**src/dema_pkg.sv**
```systemverilog
// Shared constants and control types of the dual EMA crossover indicator.
package dema_pkg;

    localparam int MAX_PERIOD_DEF = 64;

    localparam int PRICE_W   = 40;
    localparam int AVG_W     = 48;
    localparam int PER_W     = 7;
    localparam int K_W       = 24;
    localparam int CFG_IDX_W = 1;
    localparam int DVD_W     = AVG_W + 1;

    localparam logic [PER_W-1:0] FAST_PERIOD_RST = 7'd12;
    localparam logic [PER_W-1:0] SLOW_PERIOD_RST = 7'd26;

    localparam logic [CFG_IDX_W-1:0] REG_FAST_PERIOD = 1'b0;
    localparam logic [CFG_IDX_W-1:0] REG_SLOW_PERIOD = 1'b1;

    localparam logic SEL_FAST = 1'b0;
    localparam logic SEL_SLOW = 1'b1;

    typedef struct packed {
        logic load;
        logic sel;
        logic acc;
        logic seed_start;
        logic k_start;
        logic mul;
        logic upd;
        logic wr_seed;
        logic wr_k;
        logic res;
    } dema_cmd_t;

    typedef struct packed {
        logic seeded;
        logic k_stale;
        logic seed_due;
        logic div_done;
    } dema_sts_t;

endpackage

```
**src/dema_ctrl.sv**
```systemverilog
// Controller: sequences load, per-average warmup/seed/update and result transfer.
module dema_ctrl (
    input  logic                clk,
    input  logic                rst_n,
    input  logic                in_valid,
    output logic                in_ready,
    output logic                out_valid,
    input  logic                out_ready,
    output dema_pkg::dema_cmd_t cmd,
    input  dema_pkg::dema_sts_t sts
);

    localparam logic [2:0] S_IDLE = 3'd0;
    localparam logic [2:0] S_EVAL = 3'd1;
    localparam logic [2:0] S_DIV  = 3'd2;
    localparam logic [2:0] S_UPD  = 3'd3;
    localparam logic [2:0] S_OUT  = 3'd4;

    localparam logic KIND_SEED = 1'b0;
    localparam logic KIND_K    = 1'b1;

    logic [2:0] state_reg;
    logic [2:0] state_next;
    logic       sel_reg;
    logic       sel_next;
    logic       kind_reg;
    logic       kind_next;
    logic       out_valid_reg;
    logic       out_valid_next;
    logic       out_free;

    assign out_free = !out_valid_reg || out_ready;

    always_comb
    begin
        cmd            = '0;
        cmd.sel        = sel_reg;
        state_next     = state_reg;
        sel_next       = sel_reg;
        kind_next      = kind_reg;
        out_valid_next = out_ready ? 1'b0 : out_valid_reg;
        in_ready       = 1'b0;
        case (state_reg)
            S_IDLE:
            begin
                in_ready = 1'b1;
                if (in_valid)
                begin
                    cmd.load   = 1'b1;
                    sel_next   = dema_pkg::SEL_FAST;
                    state_next = S_EVAL;
                end
            end
            S_EVAL:
            begin
                if (!sts.seeded)
                begin
                    if (sts.seed_due)
                    begin
                        cmd.seed_start = 1'b1;
                        kind_next      = KIND_SEED;
                        state_next     = S_DIV;
                    end
                    else
                    begin
                        cmd.acc = 1'b1;
                        if (sel_reg == dema_pkg::SEL_FAST)
                            sel_next = dema_pkg::SEL_SLOW;
                        else
                            state_next = S_OUT;
                    end
                end
                else if (sts.k_stale)
                begin
                    cmd.k_start = 1'b1;
                    kind_next   = KIND_K;
                    state_next  = S_DIV;
                end
                else
                begin
                    cmd.mul    = 1'b1;
                    state_next = S_UPD;
                end
            end
            S_DIV:
            begin
                if (sts.div_done)
                begin
                    if (kind_reg == KIND_SEED)
                    begin
                        cmd.wr_seed = 1'b1;
                        if (sel_reg == dema_pkg::SEL_FAST)
                        begin
                            sel_next   = dema_pkg::SEL_SLOW;
                            state_next = S_EVAL;
                        end
                        else
                        begin
                            state_next = S_OUT;
                        end
                    end
                    else
                    begin
                        cmd.wr_k   = 1'b1;
                        state_next = S_EVAL;
                    end
                end
            end
            S_UPD:
            begin
                cmd.upd = 1'b1;
                if (sel_reg == dema_pkg::SEL_FAST)
                begin
                    sel_next   = dema_pkg::SEL_SLOW;
                    state_next = S_EVAL;
                end
                else
                begin
                    state_next = S_OUT;
                end
            end
            S_OUT:
            begin
                if (out_free)
                begin
                    cmd.res        = 1'b1;
                    out_valid_next = 1'b1;
                    state_next     = S_IDLE;
                end
            end
            default:
            begin
                state_next = S_IDLE;
            end
        endcase
    end

    always_ff @(posedge clk or negedge rst_n)
    begin
        if (!rst_n)
        begin
            state_reg     <= S_IDLE;
            sel_reg       <= dema_pkg::SEL_FAST;
            kind_reg      <= KIND_SEED;
            out_valid_reg <= 1'b0;
        end
        else
        begin
            state_reg     <= state_next;
            sel_reg       <= sel_next;
            kind_reg      <= kind_next;
            out_valid_reg <= out_valid_next;
        end
    end

    assign out_valid = out_valid_reg;

    a_res_into_free_slot: assert property (@(posedge clk) disable iff (!rst_n)
        cmd.res |-> (!out_valid_reg || out_ready))
        else $error("result loaded over a pending transfer");

    a_res_raises_valid: assert property (@(posedge clk) disable iff (!rst_n)
        cmd.res |=> out_valid_reg)
        else $error("result loaded without output valid");

endmodule

```
**config.mk**
```make
export PLATFORM = sky130hd
export DESIGN_NAME = dema_ctrl
export DESIGN_NICKNAME = d
export VERILOG_FILES = /design/src/dema_pkg.sv /design/src/dema_ctrl.sv
export SDC_FILE = /design/constraint.sdc
export NUM_CORES = 1
export LEC_CHECK = 0
export BUFFER_PORTS_ARGS = -buffer_cell sky130_fd_sc_hd__buf_2
export CAP_MARGIN = 10
export CORE_MARGIN = 2
export CORE_UTILIZATION = 25
export CTS_BUF_LIST = sky130_fd_sc_hd__clkbuf_4
export CTS_CLUSTER_DIAMETER = 150
export CTS_CLUSTER_SIZE = 12
export DETAILED_ROUTE_END_ITERATION = 8
export MAX_ROUTING_LAYER = met4
export PLACE_DENSITY = 0.57
export SLEW_MARGIN = 10
export SYNTH_ARGS = -nofsm -noshare
export SYNTH_HDL_FRONTEND = slang
export SYNTH_SLANG_ARGS = --single-unit
```
**constraint.sdc**
```tcl
create_clock -name clk -period 1.85 [get_ports clk]
set_input_delay 0.185 -clock clk [delete_from_list [all_inputs] [get_ports clk]]
set_output_delay 0.185 -clock clk [all_outputs]
set_load 0.02 [all_outputs]
```
==> results of run 1 <==
[power groups by stage]
stage	Combinational (µW)	Clock, µW	Sequential, µW
global placement	538	0	316
global route	582	121	331
finish	532	116	315
detailed placement	536	0	315
CTS	539	119	314
floorplan	474	0	273
[metal layers]
layer | wire (µm) | track usage [%]
met1 | 441 | 11.8
met2 | 478 | 14.2
met3 | 38 | 2.35
met4 | 0 | 5.14
met5 | 0 | -
[cells by family (layout without fill, tap and decap cells)]
kind of cell / after synthesis / in the layout / synth area share (%)
buffers and inverters: 7 / 27 / 9.22
flip-flops: 6 / 6 / 33.5
AND/OR/NAND/NOR: 29 / 29 / 33.8
AO/OA/AOI/OAI: 13 / 13 / 23.5
[what timing repair did]
action | in CTS | in global routing
buffers inserted | 0 | 0
hold buffers | 1 | 0
hold endpoints to repair | 6 | 0
[worst min path at each step]
stage	end	slack, ps	cells past startpoint
floorplan	kind_reg	-110	0
global placement	sel_reg	10	1
detailed placement	sel_reg	10	1
CTS	kind_reg	230	3
global route	kind_reg	260	3
finish	kind_reg	230	3
[placed cells by master (no fill, tap or decap), types with 2 or more instances in the layout]
cell / synthesis / final
sky130_fd_sc_hd__nor2b_1: 2 / 2
sky130_fd_sc_hd__a21oi_1: 6 / 6
sky130_fd_sc_hd__dfrtp_1: 6 / 6
sky130_fd_sc_hd__nor2_1: 9 / 9
sky130_fd_sc_hd__and2_1: 2 / 2
sky130_fd_sc_hd__buf_2: 0 / 19
sky130_fd_sc_hd__nand2_1: 8 / 8
sky130_fd_sc_hd__nor3_1: 2 / 2
sky130_fd_sc_hd__inv_1: 4 / 4
sky130_fd_sc_hd__clkbuf_4: 0 / 3
[metrics by stage]
step | utilization, % | cell area [µm²] | hold WS [ps] | total power, µW | std cells
final | 34.0 | 581 | 229 | 963 | 100
after global routing | 34.0 | 581 | 258 | 1030 | 100
after CTS | 34.0 | 581 | 232 | 971 | 100
after detailed placement | 32.1 | 548 | 14.1 | 851 | 96
after global placement | 32.1 | 548 | 13.7 | 853 | 96
after floorplan | - | 448 | -111 | 747 | 55
[critical path: stages (launching register included)]
cell                      delay, ps
sky130_fd_sc_hd__dfrtp_1        560
sky130_fd_sc_hd__nor2b_1        310
sky130_fd_sc_hd__nand2_1        110
sky130_fd_sc_hd__nor3_1         130
sky130_fd_sc_hd__buf_2          190
[layout make-up]
type                            instances  area [µm²]  share of cell area [%]
Clock buffer                            3        22.5                    3.88
Timing Repair Buffer                   20         105                    18.1
Tap cell                               25        31.3                    5.39
Inverter                                4        15.0                    2.59
Multi-Input combinational cell         42         256                    44.2
Sequential cell                         6         150                    25.9
==> run summary, run 1 <==
## Status
* **result of the run** completed

## Power
* **Clock Power Share** 12.0%
* **combinational share of power** 55.3%
* **switching power total** 467 µW
* **portion of total power attributed to sequential cells** 32.7%
* **static leakage** 0.000298 µW
* **pwr/cell area** 1660 nW/µm²
* **maximum vdd drop** 0.000491 V
* **Internal** 496 µW
* **net switching fraction of the power** 48.5%

## Setup path
* **maximum fanout encountered on the critical timing path** 11
* **arrival time of the worst setup path** 1530 ps
* **Setup Crit Path Kind** reg -> out
* **capturing instance or port of the critical path** cmd[2]
* **kind of end point of the critical path** output pin
* **end of the worst register-to-register path** state_reg[2]
* **depth of the worst register-to-register path** 4
* **r2r setup slk** 410 ps
* **startpoint kind of the worst setup timing path** flip-flop
* **startpoint of the worst setup timing path** state_reg[1]
* **r2r startpoint** state_reg[0]
* **required time at the worst-slack endpoint** 1660 ps

## Yosys
* **Netlist Area Pre-Place** 448 µm²
* **ys async rst share** 100%
* **Yosys top cell by area** sky130_fd_sc_hd__dfrtp_1
* **Mapped Avg Cell Area** 8.14 µm²
* **commonest cells in the netlist** sky130_fd_sc_hd__nor2_1 (9), sky130_fd_sc_hd__nand2_1 (8), sky130_fd_sc_hd__a21oi_1 (6), sky130_fd_sc_hd__dfrtp_1 (6), sky130_fd_sc_hd__inv_1 (4)
* **Yosys top cell area share** 33.5%
* **number of flip-flops and latches in the synthesized netlist** 6
* **sequential area share after synthesis** 33.5%
* **syn nets** 63
* **ranking of synthesized cells by area** sky130_fd_sc_hd__dfrtp_1 (34%), sky130_fd_sc_hd__nor2_1 (7.5%), sky130_fd_sc_hd__a21oi_1 (6.7%)
* **number of flops mapped to enable cells by yosys** 0
* **number of library cell types mapped by synthesis** 23
* **cell count after synthesis** 55
* **top_reg_cell synth** sky130_fd_sc_hd__dfrtp_1
* **most frequent cell after synthesis** sky130_fd_sc_hd__nor2_1
* **count of synthesis-stage warnings from yosys** 0

## CTS
* **Root Buffer Master** sky130_fd_sc_hd__clkbuf_4
* **Clock Tree Buf Depth** 2
* **worst skew pair latency** 240 ps
* **CTS Buf Count** 3
* **TritonCTS clock tree** built
* **clock transition at the register clock pins on the worst setup and hold paths after CTS** 40 ps
* **clock sinks** 6
* **H-tree lvl count** 1
* **cts repair resizes** 0

## Layout
* **fill count** 181
* **layout cells sized above 1** 36.0%
* **Largest register FFs** 3
* **NumNets Final** 85
* **area delta synth->final** 29.6%
* **count of inserted antenna diode cells** 0

## Global routing
* **sum of overflow across all layers after global routing** 0
* **number of antenna violations at the first check in global routing** 0
* **gr usage total** 9.57%
* **vias in the first global route** 348
* **wire length of the first global-routing pass** 1.38 mm
* **largest net degree at the start of global routing** 12

## Routing
* **number of vias per cell after detailed routing** 4.47
* **mean routed wirelength per cell** 9.58 µm
* **length of the first detailed-routing pass in iterations** 4
* **routed wire length** 958 µm
* **number of vias after detailed routing** 447
* **ANT nets after route** 0
* **initial detailed-routing violation count** 9
* **total DRC errors in the routed layout** 0

## Hold path
* **type of the tightest min-delay check** in -> reg
* **source of the worst hold timing path** sts[3]

## Die
* **overall die height** 46.3 µm
* **die span in x** 46.3 µm
* **starting utilization of the core area** 26.2%
* **count of standard-cell rows** 15
* **floorplan die area** 2150 µm²
* **I/O pin total** 20
* **core region area** 1710 µm²

## Placed design
* **routability congestion estimate** 0.866
* **HPWL after detailed placement** 783 µm
* **port bufs** 19
* **Place WS** 384 ps

## STA
* **Setup TNS Final** 0 ps
* **share of the clock period used by the worst path after layout** 92.6%
* **max-slew violation total from the final report** 0
* **Fin. Hold Viols** 0
* **final setup vio count** 0
* **Clock Skews** 1.38 ps
* **post-route minimum period** 1710 ps
* **Peak Freq** 0.584 GHz
* **max-slew headroom at the worst pin** 72.8%
* **post-route setup slack** 138 ps
* **RSZ-0062 raised after global routing** no
* **transition time of the tightest slew-check pin** 407 ps

## Run
* **maxcap violations** 0

(Power assumes the default switching activity.)
==> run 2: changes to the inputs <==
MAX_ROUTING_LAYER = not set   (was met4)
PLACE_DENSITY = 0.59   (was 0.57)
==> run 2 against run 1 <==
  * First-iteration DRC count fell by 33%
  * Hold slack improved by 10 ps
  * Sequential cell count stayed put
  * Via count increased by 0.22%
  * Cell count is the same
  * Die area unchanged
  * Final area unchanged
  * Global-route usage grew 0.94 points
  * Critical path depth did not move
  * Setup slack lost 18 ps
  * Critical endpoint unchanged
  * Largest power group unchanged
==> run summary, run 2 (synthesis gave the netlist of run 1 again) <==
## Layout
* **fill count** 197, +8.8%
* **area delta synth->final** 29.6%, unchanged
* **Largest register FFs** 3, unchanged
* **commonest non-fill, non-tap cells in the layout** sky130_fd_sc_hd__buf_2 (19), sky130_fd_sc_hd__nor2_1 (9), sky130_fd_sc_hd__nand2_1 (8), sky130_fd_sc_hd__a21oi_1 (6), sky130_fd_sc_hd__dfrtp_1 (6)
* **area of the multi-input gates** 256 µm², unchanged
* **summed area of non-filler cells in the final layout** 581 µm², unchanged
* **most common cell after layout, fill and taps aside** sky130_fd_sc_hd__buf_2
* **layout cells sized above 1** 36.0%, unchanged
* **count of inserted antenna diode cells** 0, unchanged
* **NumNets Final** 85, unchanged
* **register area** 150 µm², unchanged
* **final core occ** 34.0%, unchanged

## STA
* **max-slew violation total from the final report** 0, unchanged
* **max-slew headroom at the worst pin** 72.0%, -0.83 points
* **post-route minimum period** 1730 ps, +18.4 ps
* **hold slack** 239 ps, +10.4 ps
* **final setup vio count** 0, unchanged
* **Clock Skews** 1.08 ps, -0.292 ps
* **transition time of the tightest slew-check pin** 420 ps, +12.4 ps
* **post-route setup slack** 119 ps, -18.4 ps
* **Setup TNS Final** 0 ps, unchanged
* **share of the clock period used by the worst path after layout** 93.6%, +0.99 points
* **Peak Freq** 0.578 GHz, -1.1%
* **RSZ-0062 raised after global routing** no
* **Fin. Hold Viols** 0, unchanged

## Global routing
* **gr usage total** 10.5%, +0.94 points
* **sum of overflow across all layers after global routing** 0, unchanged
* **largest net degree at the start of global routing** 12, unchanged
* **wire length of the first global-routing pass** 1.53 mm, +11%
* **vias in the first global route** 371, +6.6%
* **number of antenna violations at the first check in global routing** 0, unchanged

## Hold path
* **hold path cells** 3, unchanged
* **type of the tightest min-delay check** in -> reg

## Routing
* **mean routed wirelength per cell** 9.84 µm, +2.7%
* **initial detailed-routing violation count** 6, -3
* **number of vias after detailed routing** 448, +0.22%
* **total DRC errors in the routed layout** 0, unchanged
* **length of the first detailed-routing pass in iterations** 2, -2
* **ANT nets after route** 0, unchanged
* **number of vias per cell after detailed routing** 4.48, +0.22%
* **routed wire length** 984 µm, +2.7%

## Setup path
* **number of gates on the worst path with buffers counted** 4, unchanged
* **cell class contributing the biggest share of worst-path delay** flip-flops
* **depth of the worst register-to-register path** 4, unchanged
* **Setup Crit Path Kind** reg -> out
* **arrival time of the worst setup path** 1550 ps, +20 ps
* **maximum fanout encountered on the critical timing path** 11, unchanged
* **number of buffers and inverters on the critical path** 1, unchanged
* **cell with the largest stage delay on the worst path** sky130_fd_sc_hd__dfrtp_1
* **required time at the worst-slack endpoint** 1660 ps, about the same
* **worst path cell trace** nor2b_1, nand2_1, nor3_1, buf_2
* **longest individual stage delay on the worst path** 570 ps, about the same
* **kind of end point of the critical path** output pin
* **startpoint kind of the worst setup timing path** flip-flop

## CTS
* **Clock Tree Buf Depth** 2, unchanged
* **Root Buffer Master** sky130_fd_sc_hd__clkbuf_4
* **TritonCTS clock tree** built
* **worst skew pair latency** 240 ps, about the same
* **clock sinks** 6, unchanged
* **cts repair resizes** 0, unchanged
* **H-tree lvl count** 1, unchanged
* **clock transition at the register clock pins on the worst setup and hold paths after CTS** 40 ps, about the same
* **CTS Buf Count** 3, unchanged

## Die
* **I/O pin total** 20, unchanged
* **die span in x** 46.3 µm, unchanged
* **count of standard-cell rows** 15, unchanged
* **starting utilization of the core area** 26.2%, unchanged
* **overall die height** 46.3 µm, unchanged
* **core region area** 1710 µm², unchanged
* **floorplan die area** 2150 µm², unchanged

## Power
* **maximum vdd drop** 0.000394 V, -20%
* **static leakage** 0.000298 µW, unchanged
* **pwr/cell area** 1660 nW/µm², +0.23%

## Placed design
* **cell area after placement** 548 µm², unchanged
* **routability congestion estimate** 0.821, -5.1%
* **HPWL after detailed placement** 818 µm, +4.4%
* **Place WS** 383 ps, -0.380 ps
* **port bufs** 19, unchanged

## Run
* **maxcap violations** 0, unchanged

## Status
* **result of the run** completed

## run 2: cell counts in the layout (fill, tap and decap cells not counted)
No cell type changed its count.
## run 2: report_power, final
group	internal [µW]	switching [µW]	leakage, µW	total (µW)
logic	231	300	0.000207	531
clock network	73.2	44.4	0.0000138	118
registers	193	124	0.0000770	317
total	496	469	0.000298	965
## run 2: what timing repair did
| item | 4_1_cts | 5_1_grt |
|---|---|---|
| endpoints found under the setup margin | 0 | 0 |
| buffers inserted | 0 | 0 |
| hold buffers | 1 | 0 |
| endpoints found under the hold margin | 6 | 0 |
## run 2: layer usage
layer  routed length, µm  global-route usage (%)
met1                 458                    12.6
met2                 483                    15.8
met3                  33                    3.53
met4                   9                    6.86
met5                   0                       0
## run 2: cell type report
class | count | area share [%]
repair buffers | 20 | 18.1
inverters | 4 | 2.59
flip-flops and latches | 6 | 25.9
clock buffers | 3 | 3.88
multi-input cells | 42 | 44.2
well taps | 25 | 5.39
## run 2: worst reg2reg max path, cell delays in order, from the launching register on
cell                       delay [ps]
sky130_fd_sc_hd__dfrtp_1          500
sky130_fd_sc_hd__nor3b_4          290
sky130_fd_sc_hd__nand2_1          140
sky130_fd_sc_hd__o21a_1           130
sky130_fd_sc_hd__a221oi_1         260
## run 2: final timing paths
check                              from  slack, ps           end
max                        state_reg[1]        120        cmd[2]
min                              sts[3]        240      kind_reg
max reg2reg                state_reg[0]        420  state_reg[2]
min reg2reg                   out_valid        540     out_valid
max in group asynchronous         rst_n       1400  state_reg[0]
min in group asynchronous         rst_n        300  state_reg[2]
## run 2: stage by stage
stage	power, µW	cells
4_1_cts	979	100
6_report	965	100
3_5_place_dp	850	96
5_1_grt	1050	100
2_1_floorplan	747	55
3_3_place_gp	851	96
